$ cat config.mk
export PLATFORM = sky130hd
export DESIGN_NAME = prm_ram
export DESIGN_NICKNAME = d
export VERILOG_FILES = /design/src/rtl/precedence_reach_matrix_assert.svh /design/src/rtl/prm_ram.sv
export SDC_FILE = /design/constraint.sdc
export NUM_CORES = 1
export LEC_CHECK = 0
export BUFFER_PORTS_ARGS = -buffer_cell sky130_fd_sc_hd__buf_2
export CORE_MARGIN = 2
export CORE_UTILIZATION = 55
export CTS_BUF_LIST = sky130_fd_sc_hd__clkbuf_8
export DETAILED_ROUTE_END_ITERATION = 7
export PLACE_DENSITY = 0.71
export SKIP_CTS_REPAIR_TIMING = 1
export SYNTH_ARGS = -nofsm -noshare
export SYNTH_HDL_FRONTEND = slang
export SYNTH_SLANG_ARGS = --single-unit
export TNS_END_PERCENT = 20
$ cat constraint.sdc
create_clock -name clk -period 2.5 [get_ports clk]
set_input_delay 0.75 -clock clk [delete_from_list [all_inputs] [get_ports clk]]
set_output_delay 0.75 -clock clk [all_outputs]
set_load 0.01 [all_outputs]
$ cat src/rtl/precedence_reach_matrix_assert.svh
// Assertion macros for the precedence reach matrix RTL.
// Expects clk and rst_n in the scope of each use.
`ifndef PRECEDENCE_REACH_MATRIX_ASSERT_SVH
`define PRECEDENCE_REACH_MATRIX_ASSERT_SVH

// same-cycle implication
`define PRM_ASSERT_IMP(lbl, ante, cons, msg) \
  lbl: assert property (@(posedge clk) disable iff (!rst_n) (ante) |-> (cons)) \
    else $error(msg);

// next-cycle implication
`define PRM_ASSERT_NXT(lbl, ante, cons, msg) \
  lbl: assert property (@(posedge clk) disable iff (!rst_n) (ante) |=> (cons)) \
    else $error(msg);

`endif

$ cat src/rtl/prm_ram.sv
// Generic single-write, single-read RAM with registered read data.
// No dependencies.
`timescale 1ns / 1ps
`default_nettype none

module prm_ram #(
  parameter int WIDTH = 8,
  parameter int DEPTH = 16,
  localparam int AW = (DEPTH > 1) ? $clog2(DEPTH) : 1
) (
  input  logic             clk,
  input  logic             wr_en,
  input  logic [AW-1:0]    wr_addr,
  input  logic [WIDTH-1:0] wr_data,
  input  logic             rd_en,
  input  logic [AW-1:0]    rd_addr,
  output logic [WIDTH-1:0] rd_data
);

  logic [WIDTH-1:0] mem [DEPTH];
  logic [WIDTH-1:0] rd_data_r;

  always_ff @(posedge clk) begin
    if (wr_en) begin
      mem[wr_addr] <= wr_data;
    end
    if (rd_en) begin
      rd_data_r <= mem[rd_addr];
    end
  end

  assign rd_data = rd_data_r;

endmodule

`default_nettype wire

# Word-level counts from Yosys, hierarchy flattened
# Memory sizes are Yosys's and may differ from the RTL's. A register that Yosys moved wholly into a read port is not among the register bits.
# Cells that the tools add are included.
# word_totals
ramBits	128
n_memories	1
register_bits	0
in_bits	19
output_inout_bits	8
# classes
mux	2
# mem_list
memory	depth	width	rd	rd_ports_with_merged_regs	wr	line	rtl
mem	16	8	1	1	1	prm_ram.sv:20	logic [WIDTH-1:0] mem [DEPTH];
# ops
op	count
1-bit two-way mux	2

# Depth between registers and ports, before layout
# depth
depth_word	2
depth_mapped	5
ltp_nobuf	3

# Worst setup path after synthesis
# OpenSTA, ideal clock, no wires.
# synth_timing
path_kind	input-to-reg
from	input port wr_addr[2]
to	memory mem[0][0], enable pin
required_ps	2117
path_slack_ps	257
arrival_ps	1860
setup_ps	383
cell_stages	2
path_cell_list	or3b_2 > nor3_1
# synth_rtl
item	line	rtl
start: declaration	prm_ram.sv:13	input logic [AW-1:0] wr_addr,
end: declaration	prm_ram.sv:20	
# Straight into the memory's write port.

==> flow_summary.yaml <==
outcome:
  status: "completed"
clock_network:
  numCtsBuffers: 17
  clkLatencyLatePin_ns: 0.42
  clockRootBuffer: "clkbuf_8"
  cts_buffer_depth: 2
  clkTransAtPathRegs_ns: 0.08
  h-tree-depth: 4
  cts_tree: "built"
  cts.sink_count: 136
final_layout:
  diodes: 0
  syn2layout_area_growth_pct: 15.1
  nNetsFinal: 305
  drive_gt1_frac: 0.314
die:
  die_h_um: 101
  dieWidth_um: 101
  die_area_um2: 10300
  start_util: 0.566
  coreArea_um2: 9240
  pin_count: 27
  fp-row-count: 35
detailed_routing:
  drt_first_pass_iters: 4
  drcViolationCount: 0
  drt-wirelength-per-cell_um: 22.5
  ant_nets: 0
  wl_um: 9650
  dr.first_iter.drc_count: 253
  routed_via_density: 5.75
  num_vias: 2459
setup_path:
  cpPeakStageDelay_ns: 0.61
  crit_slowest_cell: "mux4_1"
  cp_cell_sequence: "buf_2 -> buf_12 -> mux4_1 -> a22oi_1 -> nand2_1"
  crit_type: "in -> reg"
  crit_required_ns: 2.67
  cp_max_fo: 25
  arrival_ns: 2.04
  worstSetupEndpointType: "flop"
  worst-path-buf-inv: 2
  start_kind: "primary input"
  crit_family: "multiplexers"
sta:
  setup_slack_ns: 0.635
  slew_viol_final: 0
  hold_viol: 0
  tns_ns: 0
  finClkSkew_ns: 0.0105
  fin_crit_ns: 1.86
  max_slew.worst_pin.slew_ns: 0.462
  setup_viol: 0
  max_clock_freq_ghz: 0.536
  rsz0062_at_grt: "false"
  relSlewSlack: 0.691
  timing.final.crit_share: 0.746
pwr:
  internal-power_mw: 3.64
  p_leak_nw: 2.03
  power_density_nw_per_um2: 760
  power_frac_seq: 0.565
  ir_worst_vdd_mv: 0.423
  power_switching_share: 0.204
  power.switching_mw: 0.930
  power.clock.fraction: 0.383
  comb_power_share: 0.052
run:
  maxCapViolCount: 0
grt:
  antenna_found_initial: 0
  grtUsageTotal: 0.211
  grt_pass1_wl_um: 14600
  grt_max_degree: 26
  overflow: 0
  grt_pass1_vias: 2535
synthesis:
  synth_top_area_frac: 0.781
  syn_inst: 229
  syn_nets: 248
  synth_area_leaders: "edfxtp_1, mux4_2, mux4_1, a22oi_1, nor2_1"
  synth_area_leader_cell: "edfxtp_1"
  synth_cell_types: 18
  yosys_warnings: 0
  ys_ff_latch: 136
  ys_seq_area_frac: 0.781
  netlist_area_um2: 5230
  postSynthAreaPerCell_um2: 22.8
hold_path:
  hp-class: "in -> reg"
place:
  dpl.hpwl_um: 6380
  pre_cts_slack_ns: 0.177
  numPortBuffers: 26
  gp_congestion: 0.747
-- cell usage in the layout, fill, tap and decap left out, drive strengths merged, types with 3 or more instances in the layout --
cell type | Yosys | routed
clkinv | 0 | 8
edfxtp | 136 | 136
nor3 | 4 | 4
nand2 | 9 | 9
bufinv | 0 | 3
mux4 | 32 | 32
nor2 | 13 | 13
a22oi | 16 | 16
buf | 7 | 48
clkbuf | 0 | 17
-- flip-flops by register name (all words and copies together), names as in the netlist --
name and count:
rd_data 8, mem 128
-- cells in the mapped netlist, drive strengths merged --
cell type	number
and2b	1
and2	1
nand2b	2
nor3	4
mux4	32
edfxtp	136
nand3	1
clkdlybuf4s25	3
or3b	1
nor2	13
nor2b	1
a22oi	16
nand3b	2
nand2	9
buf	7
-- per-layer routing --
metal  global-route usage  part of all wire  up-vias
li1                     -                 -     1093
met1                0.275              0.41     1267
met2                0.341              0.52       88
met3               0.0635             0.056       11
met4               0.0790             0.015        0
met5                    0                 0        -
-- worst paths after layout --
path	from	end	slack, ns	cells past startpoint
worst max register to register	mem[1][1]	rd_data[1]	1.02	3
worst max-delay path	rd_addr[0]	rd_data[1]	0.64	5
worst min-delay path	wr_data[1]	mem[13][1]	0.70	1
worst min register to register	mem[7][4]	rd_data[4]	0.75	3
-- logic make-up (layout without fill, tap and decap cells) --
| group | Yosys count | count (layout) | share of synthesized area |
|---|---|---|---|
| flops | 136 | 136 | 0.781 |
| compound gates | 16 | 16 | 0.0230 |
| mux | 32 | 32 | 0.148 |
| simple gates | 35 | 35 | 0.0314 |
| buf+inv | 10 | 80 | 0.0165 |
-- layout make-up --
type	count	area, um^2
Clock buffer	17	234
Clock inverter	15	160
Fill cell	607	3220
Multi-Input combinational cell	83	1060
Sequential cell	136	4080
Tap cell	129	161
Timing Repair Buffer	48	320
-- metrics by stage --
stage / utilization / power, mW / cell area (um^2) / hold WS, ns / std cells
after global routing: 0.651 / 4.73 / 6020 / 0.669 / 428
after detailed placement: 0.609 / 2.87 / 5620 / 0.740 / 396
final: 0.651 / 4.57 / 6020 / 0.698 / 428
after CTS: 0.651 / 4.60 / 6020 / 0.675 / 428
after global placement: 0.609 / 2.87 / 5620 / 0.737 / 396
after floorplan: - / 2.76 / 5230 / 0.705 / 229
-- power by group through the flow --
stage | sequential (mW) | clock [mW] | combinational (mW)
final | 2.58 | 1.75 | 0.239
after global routing | 2.58 | 1.89 | 0.258
after CTS | 2.58 | 1.77 | 0.244
after detailed placement | 2.63 | 0 | 0.243
after global placement | 2.63 | 0 | 0.239
after floorplan | 2.63 | 0 | 0.130
No activity file was read; power rests on OpenSTA's default activity.
