--- src/rtl/precedence_reach_matrix_assert.svh ---
// Assertion macros for the precedence reach matrix RTL.
// Expects clk and rst_n in the scope of each use.
`ifndef PRECEDENCE_REACH_MATRIX_ASSERT_SVH
`define PRECEDENCE_REACH_MATRIX_ASSERT_SVH

// same-cycle implication
`define PRM_ASSERT_IMP(lbl, ante, cons, msg) \
  lbl: assert property (@(posedge clk) disable iff (!rst_n) (ante) |-> (cons)) \
    else $error(msg);

// next-cycle implication
`define PRM_ASSERT_NXT(lbl, ante, cons, msg) \
  lbl: assert property (@(posedge clk) disable iff (!rst_n) (ante) |=> (cons)) \
    else $error(msg);

`endif

--- src/rtl/prm_pkg.sv ---
// Shared types and constants for the precedence reach matrix.
// No dependencies.
`timescale 1ns / 1ps
`default_nettype none

package prm_pkg;

  localparam int NODE_W   = 7;
  localparam int CHUNK_W  = 16;
  localparam int CHUNK_IW = 4;

  localparam logic [1:0] CMD_QUERY = 2'd0;
  localparam logic [1:0] CMD_ADD   = 2'd1;
  localparam logic [1:0] CMD_CLEAR = 2'd2;

  typedef struct packed {
    logic                hit;
    logic [CHUNK_IW-1:0] off;
  } pick_t;

endpackage

`default_nettype wire

--- src/rtl/prm_pick.sv ---
// Lowest-set-bit finder over one frontier chunk.
// Depends on prm_pkg.
`timescale 1ns / 1ps
`default_nettype none

module prm_pick (
  input  logic [prm_pkg::CHUNK_W-1:0] chunk,
  output prm_pkg::pick_t              pick
);
  import prm_pkg::*;

  always_comb begin
    pick.hit = |chunk;
    pick.off = '0;
    for (int i = CHUNK_W - 1; i >= 0; i--) begin
      if (chunk[i]) begin
        pick.off = CHUNK_IW'(i);
      end
    end
  end

endmodule

`default_nettype wire

--- config.mk ---
export PLATFORM = sky130hd
export DESIGN_NAME = prm_pick
export DESIGN_NICKNAME = d
export VERILOG_FILES = /design/src/rtl/precedence_reach_matrix_assert.svh /design/src/rtl/prm_pkg.sv /design/src/rtl/prm_pick.sv
export SDC_FILE = /design/constraint.sdc
export NUM_CORES = 1
export LEC_CHECK = 0
export ABC_AREA = 1
export BUFFER_PORTS_ARGS = -buffer_cell sky130_fd_sc_hd__buf_2
export CORE_AREA = 5 5 42 44
export DETAILED_ROUTE_END_ITERATION = 12
export DIE_AREA = 0 0 47 49
export GPL_TIMING_DRIVEN = 0
export MAX_ROUTING_LAYER = met4
export PLACE_DENSITY = 0.41
export SLEW_MARGIN = 20
export SYNTH_ARGS = -nofsm -noshare
export SYNTH_HDL_FRONTEND = slang
export SYNTH_SLANG_ARGS = --single-unit
--- constraint.sdc ---
create_clock -name vclk -period 1.9
set_input_delay 0.095 -clock vclk [all_inputs]
set_output_delay 0.095 -clock vclk [all_outputs]
set_load 0.02 [all_outputs]
## After elaboration in Yosys (flattened, before gate mapping)

Cells that the tools add are included.

- Mux-type cells: 16
- Reductions and logical operators: 1

Operator list:

| kind | number |
|---|---|
| 2-to-1 mux 4 bit | 16 |
| OR reduction 16 bit | 1 |

- Register bits after elaboration: 0
- Bits of input ports: 16
- Output and inout port bits: 5
- Word-level logic and storage cells: 17

## Logic depth before layout (Yosys ltp)

Gate-level depths: netlist of run 1.

- Depth in word-level cells: 16
- Gate-level depth with buffers: 15

## Worst setup path before layout of run 1

No wires, ideal clock.

- Kind: input-to-output
- From: in chunk[14] in the netlist's numbering
- To: out pick[1] in the netlist's numbering
- Arrival: 0.965 ns
- Data required time: 1.805 ns
- Path slack: 0.840 ns
- Cell stages on the path: 7
- Path buffers: 0
- Cells stage by stage: or2_1 > nand3_1 > nand3_1 > nand3_1 > nand3_1 > a21oi_1 > nor3_1

RTL lines:

| element | line | source |
|---|---|---|
| from (decl) | prm_pick.sv:7 | `input logic [prm_pkg::CHUNK_W-1:0] chunk,` |
| to (decl) | prm_pick.sv:8 | `output prm_pkg::pick_t pick` |

==> results of run 1 <==
==> area by class of cell <==
type	count	share of cell area
inverters	15	0.169
multi-input cells	34	0.457
well taps	16	0.0599
repair buffers	21	0.315
==> through the flow <==
| step | std cells | setup WS (ns) | utilization |
|---|---|---|---|
| floorplan | 49 | 0.840 | - |
| global route | 86 | 0.508 | 0.238 |
| detailed placement | 86 | 0.669 | 0.238 |
| CTS | 86 | 0.664 | 0.238 |
| global placement | 86 | 0.681 | 0.238 |
| finish | 86 | 0.690 | 0.238 |
==> cell families after synthesis <==
family	share of synthesized area
AND/OR/NAND/NOR	0.641
buffers and inverters	0.269
AO/OA/AOI/OAI	0.0898
==> worst min-delay path by stage <==
stage	from	end	depth (start not counted)	slack, ns
detailed placement	chunk[0]	pick[0]	3	0.48
floorplan	chunk[0]	pick[0]	1	0.23
global route	chunk[0]	pick[0]	3	0.49
finish	chunk[0]	pick[0]	3	0.47
CTS	chunk[0]	pick[0]	3	0.48
global placement	chunk[0]	pick[0]	3	0.48
==> per-layer routing <==
layer / vias to the layer above / global-route usage
met5: - / -
met4: 0 / 0
met3: 0 / 0.00369
met2: 14 / 0.0882
met1: 126 / 0.0739
li1: 190 / -
==> worst max-delay path: cells and delay by family <==
kind                   cells  cell delay [ns]
AO/OA/AOI/OAI              1             0.10
buffers and inverters      3             0.31
AND/OR/NAND/NOR           13             0.61
==> power groups by stage <==
| stage | Clock [uW] | Sequential, uW | Combinational, uW |
|---|---|---|---|
| floorplan | 0 | 0 | 31.6 |
| global placement | 0 | 0 | 57.8 |
| detailed placement | 0 | 0 | 58.1 |
| CTS | 0 | 0 | 58.4 |
| global route | 0 | 0 | 65.7 |
| finish | 0 | 0 | 57.1 |
==> cell usage in the layout, fill, tap and decap left out <==
master    n
nand3_1   5
nor3_1    3
nand2_1  15
a21oi_1   2
inv_2     6
nand4_1   1
nor2_1    5
buf_2    21
nor4_1    1
a21oi_2   1
or2_1     1
inv_1     9
==> results.py, run 1 <==
metrics = {
    "pwr": {
        "power.density_nw_per_um2": 171,
        "switching_share": 0.555,
        "p_int_uw": 25.4,
        "power.total_uw": 57.1,
        "clkPwrFrac": 0,
        "p_leak_uw": 0.000220,
        "switchingPower_uw": 31.7,
        "power_frac_comb": 1.000,
        "ir_worst_vdd_v": 0.0000461,
        "p_seq_frac": 0,
    },
    "routing": {
        "routedWlPerCell_microns": 7.09,
        "via_per_inst": 3.84,
        "routed-wl-met2_microns": 273,
        "ant_nets": 0,
        "dr.max_layer_used": "met3",
        "wl_microns": 610,
        "firstDrtPassIters": 4,
        "wl_met3_microns": 79,
        "wl_met1_microns": 258,
        "drtIter0Drc": 2,
        "vias": 330,
        "drcViolationCount": 0,
    },
    "final_layout": {
        "fillers": 191,
        "seq_cells": 0,
        "nNetsFinal": 88,
        "fin_area_sq_um": 334,
        "clock_buffers": 0,
        "multi_input_comb_area_sq_um": 153,
        "antenna_cells": 0,
        "regArea_sq_um": 0,
        "syn_to_final_growth_pct": 59.9,
        "drive_gt1_frac": 0.400,
    },
    "critical_path": {
        "crit_chain": "buf_2 > inv_1 > nand2_1 > nand2_1 > nand2_1 > nand2_1 > nand2_1 > nand2_1 > nand2_1 > nand2_1 > nand2_1 > nand2_1 > nand2_1 > nand2_1 > nand2_1 > a21oi_2 > buf_2",
        "startpoint_type": "input pin",
        "cp_max_fo": 2,
        "endpoint": "pick[0]",
        "slowest_stage": "buf_2",
        "critPathMaxStageDelay_ns": 0.17,
        "arrival_ns": 1.12,
        "crit_required_ns": 1.80,
        "crit_type": "input pin to output pin",
        "critPathLaunch": "chunk[14]",
        "endpoint_kind": "output pin",
        "cpMostUsedCell": "nand2_1",
    },
    "die": {
        "core_sq_um": 1400,
        "die_y_microns": 49,
        "dieArea_sq_um": 2300,
        "die_w_microns": 47,
        "start_util": 0.149,
        "io_pins": 21,
        "fp-row-count": 14,
    },
    "synth": {
        "yosys-top-cells-area": "nand2_1, inv_1, nand3_1",
        "synth_area_sq_um": 209,
        "synthDistinctLibCells": 11,
        "ys_seq_area_frac": 0,
        "yosys.cell_count.top_type": "nand2_1",
        "synth_cells": 49,
        "synth_area_per_cell_sq_um": 4.26,
        "synthesis.nets": 65,
        "yosys.area.top_type": "nand2_1",
        "synth_top_cell_area_share": 0.269,
        "synth_common_cells": "nand2_1, inv_1, inv_2",
        "yosysWarningCount": 0,
    },
    "timing": {
        "finalHoldViolCount": 0,
        "setup-tns-final_ns": 0,
        "max_slew_margin": 0.774,
        "holdWs_ns": 0.472,
        "slew_viol_final": 0,
        "fmax_mhz": 826,
        "setup_viol": 0,
        "period_share": 0.637,
        "worst_slew_pin_slew_ns": 0.337,
        "min_period_ns": 1.21,
        "grt_setup_unrepaired": "no",
    },
    "clocking": {
        "hold_buffers": 0,
        "postCtsResizedCells": 0,
        "post_cts_buffers": 0,
    },
    "placed_design": {
        "port_buffers": 21,
        "globalplace.congestion": 0.611,
        "placed_area_sq_um": 334,
    },
    "global_route": {
        "grt_pass1_wl_mm": 1.01,
        "overflow": 0,
        "grt_max_degree": 4,
        "antenna_found_initial": 0,
        "grt_pass1_vias": 303,
        "track_usage": 0.0532,
    },
    "status": {
        "status": "complete, no violations",
    },
    "job": {
        "maxCapViolations": 0,
    },
    "worst_hold_path": {
        "min_path_type": "input pin to output pin",
    },
}
(Power assumes the default switching activity.)
==> run 2: changes to the inputs <==
ABC_AREA = 0   (was 1)
PLACE_DENSITY = 0.39   (was 0.41)
clock period = 1.1 ns   (was 1.9 ns; I/O delays follow)
==> run 2 against run 1 <==
  * Flip-flop and latch count did not move
  * Power is 86% higher
  * Combinational power increased by 86%
  * Critical path depth fell by 12
  * Critical endpoint is now pick[4]
  * Highest routed layer unchanged
==> results.py, run 2 <==
metrics = {
    "placed_design": {
        "globalplace.congestion": 0.725,
        "port_buffers": 21,
        "pre_cts_ws_ns": -0.0533,
    },
    "timing": {
        "worst_slew_pin_slew_ns": 0.240,
        "period_share": 0.979,
        "setup_viol": 0,
        "holdWs_ns": 0.421,
        "worst_slack_ns": 0.0229,
        "fmax_mhz": 928,
        "max_slew_margin": 0.839,
        "slew_viol_final": 0,
        "grt_setup_unrepaired": "yes",
        "min_period_ns": 1.08,
        "setup-tns-final_ns": 0,
        "finalHoldViolCount": 0,
    },
    "final_layout": {
        "antenna_cells": 0,
        "seq_cells": 0,
        "nNetsFinal": 74,
        "final_common_cell": "buf_2",
        "mostFrequentLayoutCells": "buf_2, nor2_1, nand2_1, inv_1, a21oi_1",
        "syn_to_final_growth_pct": 97.9,
        "fillers": 174,
        "regArea_sq_um": 0,
        "drive_gt1_frac": 0.446,
        "clock_buffers": 0,
    },
    "die": {
        "fp-row-count": 14,
        "start_util": 0.126,
        "dieArea_sq_um": 2300,
        "die_y_microns": 49,
        "core_sq_um": 1400,
        "io_pins": 21,
        "die_w_microns": 47,
    },
    "synth": {
        "synthDistinctLibCells": 17,
        "synth_common_cells": "nor2_1, nand2_1, a21oi_1, inv_1",
        "yosysWarningCount": 0,
        "synth_cells": 34,
        "synth-simple-area-share": 0.589,
        "synth_compound_gate_area_share": 0.348,
        "synth_area_sq_um": 176,
        "synth_top_cell_area_share": 0.149,
        "synth_fa_ha_area_frac": 0,
        "synth.area.mux_share": 0,
        "synth_area_per_cell_sq_um": 5.19,
        "synth_xor_area_frac": 0,
        "synth_top_family_by_area": "simple AND/OR/NAND/NOR gates",
        "yosys.area.top_type": "nor2_1",
        "ys_seq_area_frac": 0,
        "yosys-top-cells-area": "nor2_1, nand2_1, a21oi_1",
        "synthesis.nets": 50,
        "yosys.cell_count.top_type": "nor2_1",
    },
    "pwr": {
        "clkPwrFrac": 0,
        "switchingPower_uw": 57.1,
        "power.density_nw_per_um2": 305,
        "p_int_uw": 49.4,
        "ir_worst_vdd_v": 0.0000994,
        "switching_share": 0.536,
        "p_leak_uw": 0.000169,
        "p_seq_frac": 0,
        "power.total_uw": 106,
        "power_frac_comb": 1.000,
    },
    "routing": {
        "routedWlPerCell_microns": 9.65,
        "wl_microns": 695,
        "via_per_inst": 4.38,
        "firstDrtPassIters": 1,
        "vias": 315,
        "drcViolationCount": 0,
        "ant_nets": 0,
        "drtIter0Drc": 0,
    },
    "critical_path": {
        "critPathLaunch": "chunk[5]",
        "critPathMaxStageDelay_ns": 0.33,
        "crit_required_ns": 1.04,
        "crit_chain": "buf_8 > nor4_4 > nand3_1 > or3_1 > buf_6",
        "arrival_ns": 1.02,
        "endpoint": "pick[4]",
        "cp_max_fo": 4,
        "endpoint_kind": "output pin",
        "crit_type": "input pin to output pin",
        "path_delay_family": "simple AND/OR/NAND/NOR gates",
        "critPathBufInv": 2,
        "startpoint_type": "input pin",
        "cp.depth": 5,
        "slowest_stage": "or3_1",
    },
    "clocking": {
        "hold_buffers": 0,
    },
    "global_route": {
        "antenna_found_initial": 0,
        "grt_pass1_vias": 302,
        "grt_max_degree": 5,
        "overflow": 0,
        "track_usage": 0.0612,
        "grt_pass1_wl_mm": 1.15,
    },
    "status": {
        "status": "complete, no violations",
    },
    "worst_hold_path": {
        "min_path_type": "input pin to output pin",
    },
    "job": {
        "maxCapViolations": 0,
    },
}
run 2: cell count changes after synthesis, moves of 3 or more:
cell / before / now
nand2_1: 15 / 5
inv_1: 9 / 3
nand3_1: 5 / 2
inv_2: 6 / 0
run 2: power by group through the flow:
stage          registers, uW  clock network (uW)  logic [uW]
2_1_floorplan              0                   0        39.5
3_3_place_gp               0                   0        93.7
3_5_place_dp               0                   0        94.1
4_1_cts                    0                   0        98.0
5_1_grt                    0                   0         119
6_report                   0                   0         106
run 2: metrics by stage:
step                 util  instances  cell area (sq um)
floorplan               -         34                176
global placement    0.215         71                302
detailed placement  0.215         71                302
CTS                 0.221         71                310
global route        0.249         72                349
finish              0.249         72                349
run 2: worst min-delay path by stage:
stage / from / endpoint / slack, ns / cells after the start
2_1_floorplan: chunk[0] / pick[0] / 0.24 / 1
3_3_place_gp: chunk[0] / pick[0] / 0.42 / 3
3_5_place_dp: chunk[0] / pick[0] / 0.42 / 3
4_1_cts: chunk[0] / pick[0] / 0.42 / 3
5_1_grt: chunk[0] / pick[0] / 0.45 / 3
6_report: chunk[0] / pick[0] / 0.42 / 3
run 2: area by class of cell:
type	instances	area [sq um]	share of cell area
repair buffers	22	138	0.394
well taps	16	20.0	0.0573
multi-input cells	31	180	0.516
inverters	3	11.3	0.0323
run 2: cell families after synthesis:
| group | count (synthesis) |
|---|---|
| simple gates | 21 |
| compound gates | 10 |
| buf+inv | 3 |
run 2: metal layers:
metal  vias up  wire length, microns  track usage  share of wire
met5         -                     0            -              0
met4         0                     0            0              0
met3         0                    67       0.0111          0.096
met2         9                   347       0.0995           0.50
met1       138                   281       0.0826           0.40
li1        168                     -            -              -
run 2: what timing repair did:
action | CTS | global route
resized for setup | 1 | 9
setup endpoints to repair | 1 | 2
pin swaps | 1 | 3
setup buffers | 0 | 1
